## src/rtl/core/dqip_pkg.sv

```systemverilog
// ----------------------------------------------------------------------------
// dqip_pkg
// Character codes, limits and shared types of the dotted-quad IPv4 parser.
// ----------------------------------------------------------------------------
package dqip_pkg;

  localparam logic [7:0] CH_NUL      = 8'h00;
  localparam logic [7:0] CH_TAB      = 8'h09;
  localparam logic [7:0] CH_SPACE    = 8'h20;
  localparam logic [7:0] CH_DOT      = 8'h2E;
  localparam logic [7:0] CH_DIGIT_LO = 8'h30;
  localparam logic [7:0] CH_DIGIT_HI = 8'h39;

  localparam logic [9:0] GROUP_MAX  = 10'd255;
  localparam logic [1:0] MAX_DIGITS = 2'd3;
  localparam logic [1:0] LAST_GROUP = 2'd3;

  typedef logic [7:0] char_t;

  typedef enum logic [2:0] {
    CLS_NUL,
    CLS_BLANK,
    CLS_DIGIT,
    CLS_DOT,
    CLS_OTHER
  } char_class_t;

  // word held in the input register
  typedef struct packed {
    logic  valid;
    char_t character;
  } stage_t;

  typedef struct packed {
    logic        ok;
    logic [31:0] address;
  } result_t;

  function automatic char_class_t classify(char_t c);
    char_class_t cls;
    if (c == CH_NUL)
      cls = CLS_NUL;
    else if (c == CH_SPACE || c == CH_TAB)
      cls = CLS_BLANK;
    else if (c >= CH_DIGIT_LO && c <= CH_DIGIT_HI)
      cls = CLS_DIGIT;
    else if (c == CH_DOT)
      cls = CLS_DOT;
    else
      cls = CLS_OTHER;
    return cls;
  endfunction

endpackage

```

## src/rtl/core/dqip_in_stage.sv

```systemverilog
// ----------------------------------------------------------------------------
// dqip_in_stage
// Input register: holds one accepted character until the parse step takes it.
// ----------------------------------------------------------------------------
module dqip_in_stage (
  input  logic            clk,
  input  logic            rst_n,
  input  logic            in_valid,
  output logic            in_ready,
  input  dqip_pkg::char_t in_character,
  input  logic            take,
  output dqip_pkg::stage_t stage
);

  logic            valid_r, valid_nxt;
  dqip_pkg::char_t char_r;

  assign in_ready = !valid_r || take;

  always_comb begin
    valid_nxt = valid_r;
    if (in_valid && in_ready)
      valid_nxt = 1'b1;
    else if (take)
      valid_nxt = 1'b0;
  end

  always_ff @(posedge clk) begin
    if (!rst_n)
      valid_r <= 1'b0;
    else
      valid_r <= valid_nxt;
  end

  always_ff @(posedge clk) begin
    if (in_valid && in_ready)
      char_r <= in_character;
  end

  assign stage.valid     = valid_r;
  assign stage.character = char_r;

endmodule

```

## src/rtl/core/dqip_step_unit.sv

```systemverilog
// ----------------------------------------------------------------------------
// dqip_step_unit
// Parse state and the per-character update; builds the result at the NUL.
// ----------------------------------------------------------------------------
module dqip_step_unit (
  input  logic              clk,
  input  logic              rst_n,
  input  dqip_pkg::stage_t  stage,
  input  logic              out_free,
  output logic              take,
  output logic              res_load,
  output dqip_pkg::result_t res
);

  logic [9:0]  group_value_r, group_value_nxt;
  logic [1:0]  digit_count_r, digit_count_nxt;
  logic        after_dot_r, after_dot_nxt;
  logic [1:0]  group_index_r, group_index_nxt;
  logic [23:0] partial_r, partial_nxt;
  logic        failed_r, failed_nxt;

  dqip_pkg::char_class_t cls;
  logic [9:0]            digit;
  logic [9:0]            times_ten;
  logic                  good;

  assign cls = dqip_pkg::classify(stage.character);
  // a NUL needs room in the result register, anything else goes straight in
  assign take     = stage.valid && (cls != dqip_pkg::CLS_NUL || out_free);
  assign res_load = take && cls == dqip_pkg::CLS_NUL;

  assign digit     = {6'd0, stage.character[3:0]};
  assign times_ten = {group_value_r[6:0], 3'b000} + {group_value_r[8:0], 1'b0};

  assign good = !failed_r && digit_count_r != 2'd0 &&
                group_index_r == dqip_pkg::LAST_GROUP &&
                group_value_r <= dqip_pkg::GROUP_MAX;

  assign res.ok      = good;
  assign res.address = good ? {partial_r, group_value_r[7:0]} : 32'd0;

  always_comb begin
    group_value_nxt = group_value_r;
    digit_count_nxt = digit_count_r;
    after_dot_nxt   = after_dot_r;
    group_index_nxt = group_index_r;
    partial_nxt     = partial_r;
    failed_nxt      = failed_r;
    if (take) begin
      if (cls == dqip_pkg::CLS_NUL) begin
        group_value_nxt = '0;
        digit_count_nxt = '0;
        after_dot_nxt   = 1'b0;
        group_index_nxt = '0;
        partial_nxt     = '0;
        failed_nxt      = 1'b0;
      end else if (!failed_r) begin
        case (cls)
          dqip_pkg::CLS_BLANK: begin
          end
          dqip_pkg::CLS_DIGIT: begin
            after_dot_nxt = 1'b0;
            if (digit_count_r >= dqip_pkg::MAX_DIGITS) begin
              failed_nxt = 1'b1;
            end else begin
              group_value_nxt = times_ten + digit;
              digit_count_nxt = digit_count_r + 2'd1;
            end
          end
          dqip_pkg::CLS_DOT: begin
            if (after_dot_r || group_value_r > dqip_pkg::GROUP_MAX ||
                group_index_r >= dqip_pkg::LAST_GROUP) begin
              failed_nxt = 1'b1;
            end else begin
              partial_nxt     = {partial_r[15:0], group_value_r[7:0]};
              group_index_nxt = group_index_r + 2'd1;
              group_value_nxt = '0;
              digit_count_nxt = '0;
              after_dot_nxt   = 1'b1;
            end
          end
          default: begin
            failed_nxt = 1'b1;
          end
        endcase
      end
    end
  end

  always_ff @(posedge clk) begin
    if (!rst_n) begin
      group_value_r <= '0;
      digit_count_r <= '0;
      after_dot_r   <= 1'b0;
      group_index_r <= '0;
      partial_r     <= '0;
      failed_r      <= 1'b0;
    end else begin
      group_value_r <= group_value_nxt;
      digit_count_r <= digit_count_nxt;
      after_dot_r   <= after_dot_nxt;
      group_index_r <= group_index_nxt;
      partial_r     <= partial_nxt;
      failed_r      <= failed_nxt;
    end
  end

endmodule

```

## src/rtl/core/dqip_out_stage.sv

```systemverilog
// ----------------------------------------------------------------------------
// dqip_out_stage
// Result register: holds one parse result until the sink takes it.
// ----------------------------------------------------------------------------
module dqip_out_stage (
  input  logic              clk,
  input  logic              rst_n,
  input  logic              res_load,
  input  dqip_pkg::result_t res,
  output logic              out_free,
  output logic              out_valid,
  input  logic              out_ready,
  output logic              out_ok,
  output logic [31:0]       out_address
);

  logic              valid_r, valid_nxt;
  dqip_pkg::result_t res_r;

  assign out_free = !valid_r || out_ready;

  always_comb begin
    valid_nxt = valid_r;
    if (res_load)
      valid_nxt = 1'b1;
    else if (out_ready)
      valid_nxt = 1'b0;
  end

  always_ff @(posedge clk) begin
    if (!rst_n)
      valid_r <= 1'b0;
    else
      valid_r <= valid_nxt;
  end

  always_ff @(posedge clk) begin
    if (res_load)
      res_r <= res;
  end

  assign out_valid   = valid_r;
  assign out_ok      = res_r.ok;
  assign out_address = res_r.address;

endmodule

```

## src/rtl/core/dotted_quad_ipv4_parser_top.sv

```systemverilog
// ----------------------------------------------------------------------------
// dotted_quad_ipv4_parser_top
// Dotted-decimal IPv4 string parser, one character word per cycle unless stalled.
// ----------------------------------------------------------------------------
// Feed the string one byte per word, ending with a NUL (0x00). The block takes
// one word every cycle unless a NUL waits for room in the result register; the
// parse state update (digit accumulate, dot shift, error latch) is a single
// registered step behind the input register. Only the NUL produces a result
// word: ok and the 32-bit address (first group in the top byte, 0 when not ok),
// loaded into an output register as the NUL leaves the input register; while
// it waits, non-NUL words keep flowing, and only a following NUL stalls until
// the result is taken. After the NUL all state is clear for the next string.
module dotted_quad_ipv4_parser_top (
  input  logic        clk,
  input  logic        rst_n,
  input  logic        in_valid,
  output logic        in_ready,
  input  logic [7:0]  in_character,
  output logic        out_valid,
  input  logic        out_ready,
  output logic        out_ok,
  output logic [31:0] out_address
);

  dqip_pkg::stage_t  stage;
  dqip_pkg::result_t res;
  logic              take;
  logic              res_load;
  logic              out_free;

  dqip_in_stage u_in (
    .clk          (clk),
    .rst_n        (rst_n),
    .in_valid     (in_valid),
    .in_ready     (in_ready),
    .in_character (in_character),
    .take         (take),
    .stage        (stage)
  );

  dqip_step_unit u_step (
    .clk      (clk),
    .rst_n    (rst_n),
    .stage    (stage),
    .out_free (out_free),
    .take     (take),
    .res_load (res_load),
    .res      (res)
  );

  dqip_out_stage u_out (
    .clk         (clk),
    .rst_n       (rst_n),
    .res_load    (res_load),
    .res         (res),
    .out_free    (out_free),
    .out_valid   (out_valid),
    .out_ready   (out_ready),
    .out_ok      (out_ok),
    .out_address (out_address)
  );

endmodule

```

## config.mk

```make
export PLATFORM = sky130hd
export DESIGN_NAME = dotted_quad_ipv4_parser_top
export DESIGN_NICKNAME = d
export VERILOG_FILES = /design/src/rtl/core/dqip_pkg.sv /design/src/rtl/core/dqip_in_stage.sv /design/src/rtl/core/dqip_step_unit.sv /design/src/rtl/core/dqip_out_stage.sv /design/src/rtl/core/dotted_quad_ipv4_parser_top.sv
export SDC_FILE = /design/constraint.sdc
export NUM_CORES = 1
export LEC_CHECK = 0
export BUFFER_PORTS_ARGS = -buffer_cell sky130_fd_sc_hd__buf_4
export CORE_MARGIN = 1
export CORE_UTILIZATION = 35
export CTS_BUF_LIST = sky130_fd_sc_hd__clkbuf_16
export DETAILED_ROUTE_END_ITERATION = 12
export HOLD_SLACK_MARGIN = 0.1
export SLEW_MARGIN = 10
export SYNTH_ARGS = -nofsm -noshare
export SYNTH_HDL_FRONTEND = slang
export SYNTH_SLANG_ARGS = --single-unit
```

## constraint.sdc

```tcl
create_clock -name clk -period 2.5 [get_ports clk]
set_input_delay 0.5 -clock clk [delete_from_list [all_inputs] [get_ports clk]]
set_output_delay 0.5 -clock clk [all_outputs]
set_load 0.1 [all_outputs]
```

Word-level counts from Yosys, hierarchy flattened
Index checks and enable logic that the tools add are counted.

Register bits after elaboration: 83. Latch bits: 0. Memory bits (writable): 0. Memory bits (read-only): 0. Input port bits: 12. Output and inout bits: 35. Memories: 0.

$add $sub $neg: 4. Multiply operators: 0. Div/mod/pow operators: 0. $lt $le $gt $ge: 6. Equality and inequality tests: 11. Shifts and indexed selects: 0. Multiplexer cells: 35. Bitwise gates (word level): 0. Reduce and logical (&&, ||, !) cells: 27.

Operators by type and width (count): 24-bit 2-to-1 mux (4); 10-bit 2-to-1 mux (4); 10-bit one-hot mux with 2 select lines (1); 8-bit by 6-bit == test with 1-bit output, second input constant (2); 2-bit 2-to-1 mux (8); 3-bit 2-to-1 mux (4); 1-bit 2-to-1 mux (11); 10-bit adder (1); 10-bit by 4-bit adder with 10-bit output (1); 10-bit by 8-bit greater-than comparator with 1-bit output, second input constant (1); 10-bit by 8-bit <= comparator with 1-bit output, second input constant (1); 8-bit by 4-bit == test with 1-bit output, second input constant (1); 8-bit by 6-bit greater-or-equal comparator with 1-bit output, second input constant (1); 8-bit by 6-bit <= comparator with 1-bit output, second input constant (1); 8-bit zero test (1); 4-bit AND reduction (2); 2-bit nonzero test (4); 1-bit logical AND (7); 3-bit by 2-bit == test with 1-bit output, second input constant (2); 1-bit logical OR (6); 3-bit by 2-bit inequality test with 1-bit output, second input constant (2); 3-bit nonzero test (2); 5-bit AND reduction (1); 2-bit by 1-bit adder with 2-bit output, second input constant (2); 10 further kinds (13).

Depth between registers and ports, before layout
Gate-level depths: netlist of the first run.

Depth after elaboration: 11. Gate-level depth with buffers: 9. Gate-level depth less buffers: 9.

Modules after synthesis
A second synthesis of the first run with hierarchy kept.

Cells, all modules: 293. Area, all modules: 3583.4 um^2.

Modules (own cells, without submodules): dqip_step_unit (times used 1, cells each 242, area an instance 2238.4 um^2, seq. area each 800.8 um^2); dqip_out_stage (times used 1, cells each 37, area an instance 1039.7 um^2, seq. area each 1011.0 um^2); dqip_in_stage (times used 1, cells each 14, area an instance 305.3 um^2, seq. area each 260.2 um^2).

Worst setup path before layout of the first run
Ideal clock, no wire load.

Kind: reg2out. From: register u_out.valid_r (netlist: u_out.out_valid). To: output port in_ready. Arrival time: 2.004 ns. Path slack: -0.004 ns. Stages on the path, launching flop included: 3. Buffers on the path: 0. Cells stage by stage: dfxtp_1 nor2b_1 nand3_1.

Word-level cells in the longest chain between the ends: 5.

RTL lines: start: declaration (line dqip_out_stage.sv:17) `logic valid_r, valid_nxt;`; start signal: assignment (line dqip_out_stage.sv:34) `valid_r <= valid_nxt;`; 1-bit zero test (line dqip_out_stage.sv:20) `assign out_free = !valid_r || out_ready;`; 1-bit logical OR (line dqip_out_stage.sv:20); 1-bit logical OR (line dqip_step_unit.sv:29) `assign take = stage.valid && (cls != dqip_pkg::CLS_NUL || out_free);`; 1-bit logical AND (line dqip_step_unit.sv:29); 1-bit logical OR (line dqip_in_stage.sv:18) `assign in_ready = !valid_r || take;`; end: declaration (line dotted_quad_ipv4_parser_top.sv:17) `output logic in_ready,`.

Every way passes these cells.

Worst setup path in the final report of the first run
From: register u_in.char_r[3]. To: output port in_ready.

Word-level cells in the longest chain between the ends: 9. Elaborated cells between the ends (all ways): 16. Classes of those cells: order compare (2); eq/ne (3); mux (4); reduce/logical (7).

RTL lines: start: declaration (line dqip_in_stage.sv:16) `dqip_pkg::char_t char_r;`; start signal: assignment (line dqip_in_stage.sv:37) `char_r <= in_character;`; 8-bit by 6-bit greater-or-equal comparator with 1-bit output (tied with other cells) (line dqip_pkg.sv:45) `else if (c >= CH_DIGIT_LO && c <= CH_DIGIT_HI)`; 1-bit logical AND or 3-bit 2-to-1 mux (tied branches) (line dqip_pkg.sv:45, dqip_pkg.sv:47); 3-bit 2-to-1 mux (line dqip_pkg.sv:45); 3-bit 2-to-1 mux (line dqip_pkg.sv:43) `else if (c == CH_SPACE || c == CH_TAB)`; 3-bit 2-to-1 mux * (line dqip_pkg.sv:41) `if (c == CH_NUL)`; 3-bit nonzero test * (line dqip_step_unit.sv:29); 1-bit logical OR * (line dqip_step_unit.sv:29); 1-bit logical AND * (line dqip_step_unit.sv:29); 1-bit logical OR * (line dqip_in_stage.sv:18).

Every way passes the cells marked *; elsewhere a longest branch is shown, timed or not.

==> results.yml, run 1 <==
run_status:
  status: "finished, final reports clean"
timing:
  worst_slew_margin_rel_pct: 43.9
  min_period_over_period_pct: 95.9
  min_period_ps: 2400
  drv_slew: 0
  tns_ps: 0
  setup_viol: 0
  fmax_ghz: 0.417
  finalHoldViolCount: 0
  worstMarginPinSlew_ps: 838
  rsz0062_at_grt: "no"
  fin_skew_ps: 9.47
  setup_slack_ps: 102
floorplan:
  start_util_pct: 36.1
  coreArea_sq_um: 9820
  dieArea_sq_um: 10500
  rows: 36
  pin_count: 47
  die_w_um: 103
  die_y_um: 103
synthesis:
  synth.ff_latch_count: 83
  synthesis.nets: 352
  ys_types: 41
  yosys.area.top_type: "edfxtp_1"
  synth_top_area_share_pct: 34.7
  ys_warn_count: 0
  ys_seq_area_share_pct: 58.4
  syn_area_per_cell_sq_um: 11.1
  ys_top_cells_by_area: "edfxtp_1 (35%), dfxtp_1 (24%), nand2_1 (6.1%), and2_1 (6.0%), ha_1 (6.0%)"
  mappedNetlistArea_sq_um: 3550
  syn_inst: 321
drt:
  dr.first_iter.drc_count: 63
  avgViaCountPerCell: 4.71
  drt-wirelength-per-cell_um: 12.3
  via_count: 2414
  antenna_left: 0
  routed_wl_um: 6300
  drc: 0
  drt_first_pass_iters: 6
clock_tree:
  clkSinkCount: 83
  max-clock-path-buffers: 2
  postCtsResizedCells: 0
  numCtsBuffers: 9
  ctsHoldBuffers: 0
  cts_root_buffer: "clkbuf_16"
  h-tree-depth: 3
  clk_latency_ps: 330
  path_clk_slew_ps: 70
  post_cts_buffers: 0
  cts_tree: "yes"
cells_and_area:
  final_area_sq_um: 4420
  antenna_cells: 0
  layout_commonest_cell: "nand2_1"
  final_cell_mix: "nand2_1 (58), buf_4 (56), dfxtp_1 (42)"
  stdcell_count: 513
  drive_above_1_share_pct: 22.4
  finalNetCount: 406
  area_growth_pct: 24.6
setup_path:
  critPathLaunchType: "flop"
  crit_path_max_fanout: 5
  crit_required_ps: 2000
  crit_arrival_ps: 1900
  crit_chain: "buf_4 -> nor4_4 -> and2_2 -> nand3_2 -> buf_4"
  critical_path_class: "reg -> out"
  crit_path_frequent_cell: "buf_4"
  rrSetupSlack_ps: 170
  cpMaxStageDelayCell: "edfxtp_1"
  max_stage_delay_ps: 430
  r2r_start: "u_in.char_r[3]"
  worstSetupEndpointType: "primary output"
  rr_endpoint: "u_step.group_value_r[8]"
  crit_start: "u_in.char_r[3]"
  ff2ff_path_depth: 8
hold_path:
  hp-class: "in -> reg"
  min_to: "u_in.char_r[2]"
  hp-start: "in_character[2]"
  hold_depth: 1
power_and_ir_drop:
  power.density_nw_per_um2: 671
  finalPower_mw: 2.97
  irDropWorstVdd_uv: 319
  p_leak_nw: 1.91
placement:
  place_ws_ps: 68.7
  place_area_sq_um: 4080
  post-place-cells: 497
  gp_congestion: 0.798
  dp_hpwl_um: 4400
  numPortBuffers: 46
grt:
  antenna_found_initial: 0
  grt_usage_pct: 13.1
  gr-total-overflow: 0
  grt_max_degree: 27
  grt_pass1_wl_um: 10400
  grt_pass1_vias: 2248
job:
  drv_cap: 0
## flip-flops by register name, summed over array words and instances (netlist names)
register,count
u_out.out_ok,1
u_step.group_index_r,2
u_step.failed_r,1
u_step.digit_count_r,2
u_out.out_address,32
u_step.partial_r,24
u_step.after_dot_r,1
u_step.group_value_r,10
u_in.valid_r,1
u_in.char_r,8
u_out.out_valid,1
## critical path, delay by kind of cell, from the launching register on
kind | cells | cell delay [ps]
flip-flops | 1 | 430
buffers and inverters | 2 | 430
AND/OR/NAND/NOR | 3 | 720
## where the power goes
| part | internal [mW] | switching [mW] | total, mW |
|---|---|---|---|
| Combinational | 0.0311 | 0.0382 | 0.0693 |
| Sequential | 1.43 | 0.0199 | 1.45 |
| Clock | 0.892 | 0.553 | 1.45 |
| Total | 2.35 | 0.611 | 2.97 |
## synth_stat cells
cell / n
a22o_1: 12
xnor2_1: 5
a31oi_1: 4
buf_1: 1
a32o_1: 1
nand2b_1: 4
nand3_1: 31
nor4_1: 1
buf_2: 2
or2_2: 1
and2_1: 34
a21oi_1: 5
nand2_1: 58
dfxtp_1: 42
buf_6: 2
mux2_2: 1
a2111oi_0: 1
o22ai_1: 2
a211o_1: 1
xor2_1: 1
nor2b_1: 1
nor4_4: 2
nand4_1: 1
nor3_1: 4
nand4_2: 1
a31o_2: 1
and3_1: 1
nor2_1: 8
o211ai_2: 1
o21ai_0: 5
o211ai_1: 1
inv_1: 12
and4_1: 1
fa_1: 2
ha_1: 17
clkbuf_1: 8
and4b_1: 1
nor3_2: 1
or4_1: 1
o31ai_1: 2
edfxtp_1: 41
## stage by stage
stage | utilization [%] | hold slack [ps]
4_1_cts | 44.9 | 327
3_5_place_dp | 41.5 | 437
6_report | 45.0 | 339
2_1_floorplan | - | 425
5_1_grt | 45.0 | 327
3_3_place_gp | 41.5 | 431
## layout make-up
| cell class | instances | area [sq um] |
|---|---|---|
| flip-flops and latches | 83 | 2070 |
| multi-input cells | 213 | 1390 |
| clock inverters | 7 | 105 |
| clock buffers | 9 | 225 |
| fillers | 941 | 5400 |
| well taps | 133 | 166 |
| repair buffers | 56 | 420 |
| inverters | 12 | 45.0 |
## routing by layer
metal / global-route usage, % / wire, um
met5: 0 / 0
met4: 5.82 / 84
met3: 3.25 / 181
met2: 22.2 / 3110
met1: 15.8 / 2920
## worst max path at each step
stage                              endpoint  slack, ps  cells past startpoint
floorplan           u_step.group_value_r[8]        150                      8
global placement    u_step.group_value_r[8]        150                      8
detailed placement  u_step.group_value_r[8]         70                      8
CTS                                in_ready         20                      5
global route                       in_ready         20                      5
finish                             in_ready        100                      5
## cells by family after synthesis
family                     Yosys count  synth area share [%]
and+or+nand+nor                    151                  22.1
DFF                                 83                  58.4
xor gates and xnor gates             6                  1.48
AOI/OAI and AO/OA                   36                  7.44
muxes                                1                 0.317
adders and majority gates           19                  7.13
buffers and inverters               25                  3.14
No activity file was read; power rests on OpenSTA's default activity.
==> run 2: changes to the inputs <==
--- a/config.mk
+++ b/config.mk
@@ -11,7 +11,9 @@
 export CTS_BUF_LIST = sky130_fd_sc_hd__clkbuf_16
 export DETAILED_ROUTE_END_ITERATION = 12
 export HOLD_SLACK_MARGIN = 0.1
-export SLEW_MARGIN = 10
+export REMOVE_ABC_BUFFERS = 1
+export SLEW_MARGIN = 30
 export SYNTH_ARGS = -nofsm -noshare
 export SYNTH_HDL_FRONTEND = slang
+export SYNTH_HIERARCHICAL = 1
 export SYNTH_SLANG_ARGS = --single-unit
==> run 2 against run 1 <==
Highest routed layer unchanged. Worst hold slack lost 1.4 ps. Sequential cell count is the same. Fmax shrank 2.4%. Setup slack lost 59 ps. Non-clock buffer count grew 14. Count of clock-buffer cells in the layout is the same. Clock skew shrank 0.66 ps. Wire length grew 6.0%. Largest cell class unchanged. Sequential power is essentially flat. Sequential share of layout area shrank 1.6 points. Cell area grew 3.5%. Via count grew 2.5%.
==> results.yml, run 2 <==
run_status:
  status: "finished, final reports clean"
drt:
  drc: 0
  dr.first_iter.drc_count: 106
  antenna_left: 0
  routed_wl_um: 6680
  avgViaCountPerCell: 5.02
  via_count: 2474
  drt_first_pass_iters: 4
  drt-wirelength-per-cell_um: 13.6
placement:
  place_area_sq_um: 4200
  dp_hpwl_um: 4510
  numPortBuffers: 46
  post-place-cells: 474
  gp_congestion: 0.846
power_and_ir_drop:
  comb_power_share_pct: 3.7
  irDropWorstVdd_uv: 330
  power.density_nw_per_um2: 629
  power_switching_mw: 0.616
  clockPowerShare_pct: 46.3
  seqPwrFrac_pct: 50.0
  p_leak_nw: 2.04
  finalPower_mw: 2.88
  power.internal_mw: 2.26
  power.switching_fraction_pct: 21.4
cells_and_area:
  layout_commonest_cell: "buf_4"
  antenna_cells: 0
  drive_above_1_share_pct: 28.9
  final_area_sq_um: 4580
  stdcell_count: 493
  largest_register_ff_count: 32
  finalNetCount: 386
  final_cell_mix: "buf_4 (67), dfxtp_1 (42), edfxtp_1 (41)"
  area_growth_pct: 27.7
setup_path:
  critPathLaunchType: "flop"
  crit_required_ps: 2740
  crit_path_max_fanout: 3
  crit_arrival_ps: 2700
  ff2ff_path_depth: 7
  critical_path_class: "reg -> reg"
  worstSetupEndpointType: "flop"
synthesis:
  ys_types: 46
  ys_seq_area_share_pct: 57.8
  ys_warn_count: 6
  synthArstFlopShare_pct: 0
  syn_area_per_cell_sq_um: 12.2
  synth_most_common_cell: "dfxtp_1"
  synth.ff_latch_count: 83
  mappedNetlistArea_sq_um: 3580
  syn_inst: 293
  synth-edff-count: 41
  yosys.area.top_type: "edfxtp_1"
  synth_top_area_share_pct: 34.4
  synth_ff_type: "dfxtp_1"
  ys_top_cells_by_area: "edfxtp_1 (34%), dfxtp_1 (23%), and3_1 (6.5%), a22o_1 (6.1%), ha_1 (5.9%)"
  synth_commonest_cells: "dfxtp_1 (42), edfxtp_1 (41), and3_1 (37), a22o_1 (25), a21oi_1 (20)"
floorplan:
  die_w_um: 103
  coreArea_sq_um: 9860
  rows: 36
  dieArea_sq_um: 10600
  pin_count: 47
  start_util_pct: 36.3
  die_y_um: 103
grt:
  gr-total-overflow: 0
  grt_pass1_wl_um: 11300
  antenna_found_initial: 0
  grt_max_degree: 40
  grt_pass1_vias: 2337
  grt_usage_pct: 13.8
timing:
  whs_ps: 338
  finalHoldViolCount: 0
  fmax_ghz: 0.407
  rsz0062_at_grt: "yes"
  min_period_ps: 2460
  drv_slew: 0
  min_period_over_period_pct: 98.3
  setup_viol: 0
  worstMarginPinSlew_ps: 610
  worst_slew_margin_rel_pct: 59.2
  fin_skew_ps: 8.81
clock_tree:
  cts_tree: "yes"
  path_clk_slew_ps: 70
  h-tree-depth: 3
  max-clock-path-buffers: 2
  clk_latency_ps: 330
  clkSinkCount: 83
  numCtsBuffers: 9
  cts_root_buffer: "clkbuf_16"
hold_path:
  hold_depth: 1
  hp-class: "in -> reg"
job:
  drv_cap: 0
[run 2: cell count changes in the layout (fill, tap and decap cells not counted), sizes merged, moves of 6 or more]
cell,change
a22o,+13
and3,+36
a21oi,+15
nand3,-19
and2,-31
nand2,-52
buf,+14
inv,-6
o211ai,+7
[run 2: worst max-delay path, stage by stage (launching register included)]
cell and delay [ps]:
edfxtp_1 450, fa_2 600, ha_1 230, a21o_1 170, a221o_1 330, o41ai_2 250
xnor2_1 120, o31ai_1 210
[run 2: cells by family (layout without fill, tap and decap cells)]
kind of cell    after synthesis  after routing  share of synthesized area (%)
fa+ha+maj                    19             19                           7.05
compound gates               77             77                           16.2
mux                           1              1                          0.314
simple gates                 81             81                           14.0
xor+xnor                      6              6                           1.47
flops                        83             83                           57.8
buf+inv                      26             93                           3.18
[run 2: final cells by class]
type	count	area, sq um
flip-flops and latches	83	2070
fillers	894	5290
clock inverters	7	82.6
inverters	7	26.3
well taps	133	166
multi-input cells	184	1450
clock buffers	9	225
repair buffers	70	554
[run 2: repair_timing]
action | 4_1_cts | 5_1_grt
hold buffers | 0 | 0
setup buffers | 2 | 1
pin swaps | 1 | 0
gates resized for setup | 6 | 4
endpoints found under the hold margin | 0 | 0
setup endpoints to repair | 31 | 5
[run 2: path summary, 6_finish.rpt]
check	startpoint	end	slack, ps
worst min-delay path	in_character[1]	u_in/char_r[1]	340
worst min register to register	u_step/partial_r[20]	u_step/partial_r[20]	470
worst max-delay path	u_in/char_r[3]	u_step/group_value_r[9]	40
worst max register to register	u_in/char_r[3]	u_step/group_value_r[9]	40
[run 2: routing by layer]
layer | up-vias | share of wire [%] | GRT usage, %
met5 | - | 0 | 0
met1 | 1162 | 48 | 18.1
met4 | 0 | 0.15 | 5.85
li1 | 1250 | - | -
met3 | 2 | 4.0 | 3.02
met2 | 60 | 48 | 22.2
[run 2: power by group through the flow]
stage | Clock (mW) | Sequential, mW | Combinational [mW]
4_1_cts | 1.36 | 1.44 | 0.101
3_5_place_dp | 0 | 1.47 | 0.0952
6_report | 1.33 | 1.44 | 0.105
2_1_floorplan | 0 | 1.47 | 0.0524
3_3_place_gp | 0 | 1.47 | 0.0932
5_1_grt | 1.43 | 1.44 | 0.114
[run 2: stage by stage]
stage | worst slack, ps | utilization [%] | setup TNS (ps)
finish | 42.4 | 46.4 | 0
global route | -81.4 | 46.4 | -154
CTS | 1.75 | 46.1 | 0
detailed placement | -122 | 42.5 | -285
global placement | -91.9 | 42.5 | -128
floorplan | -435 | - | -16730
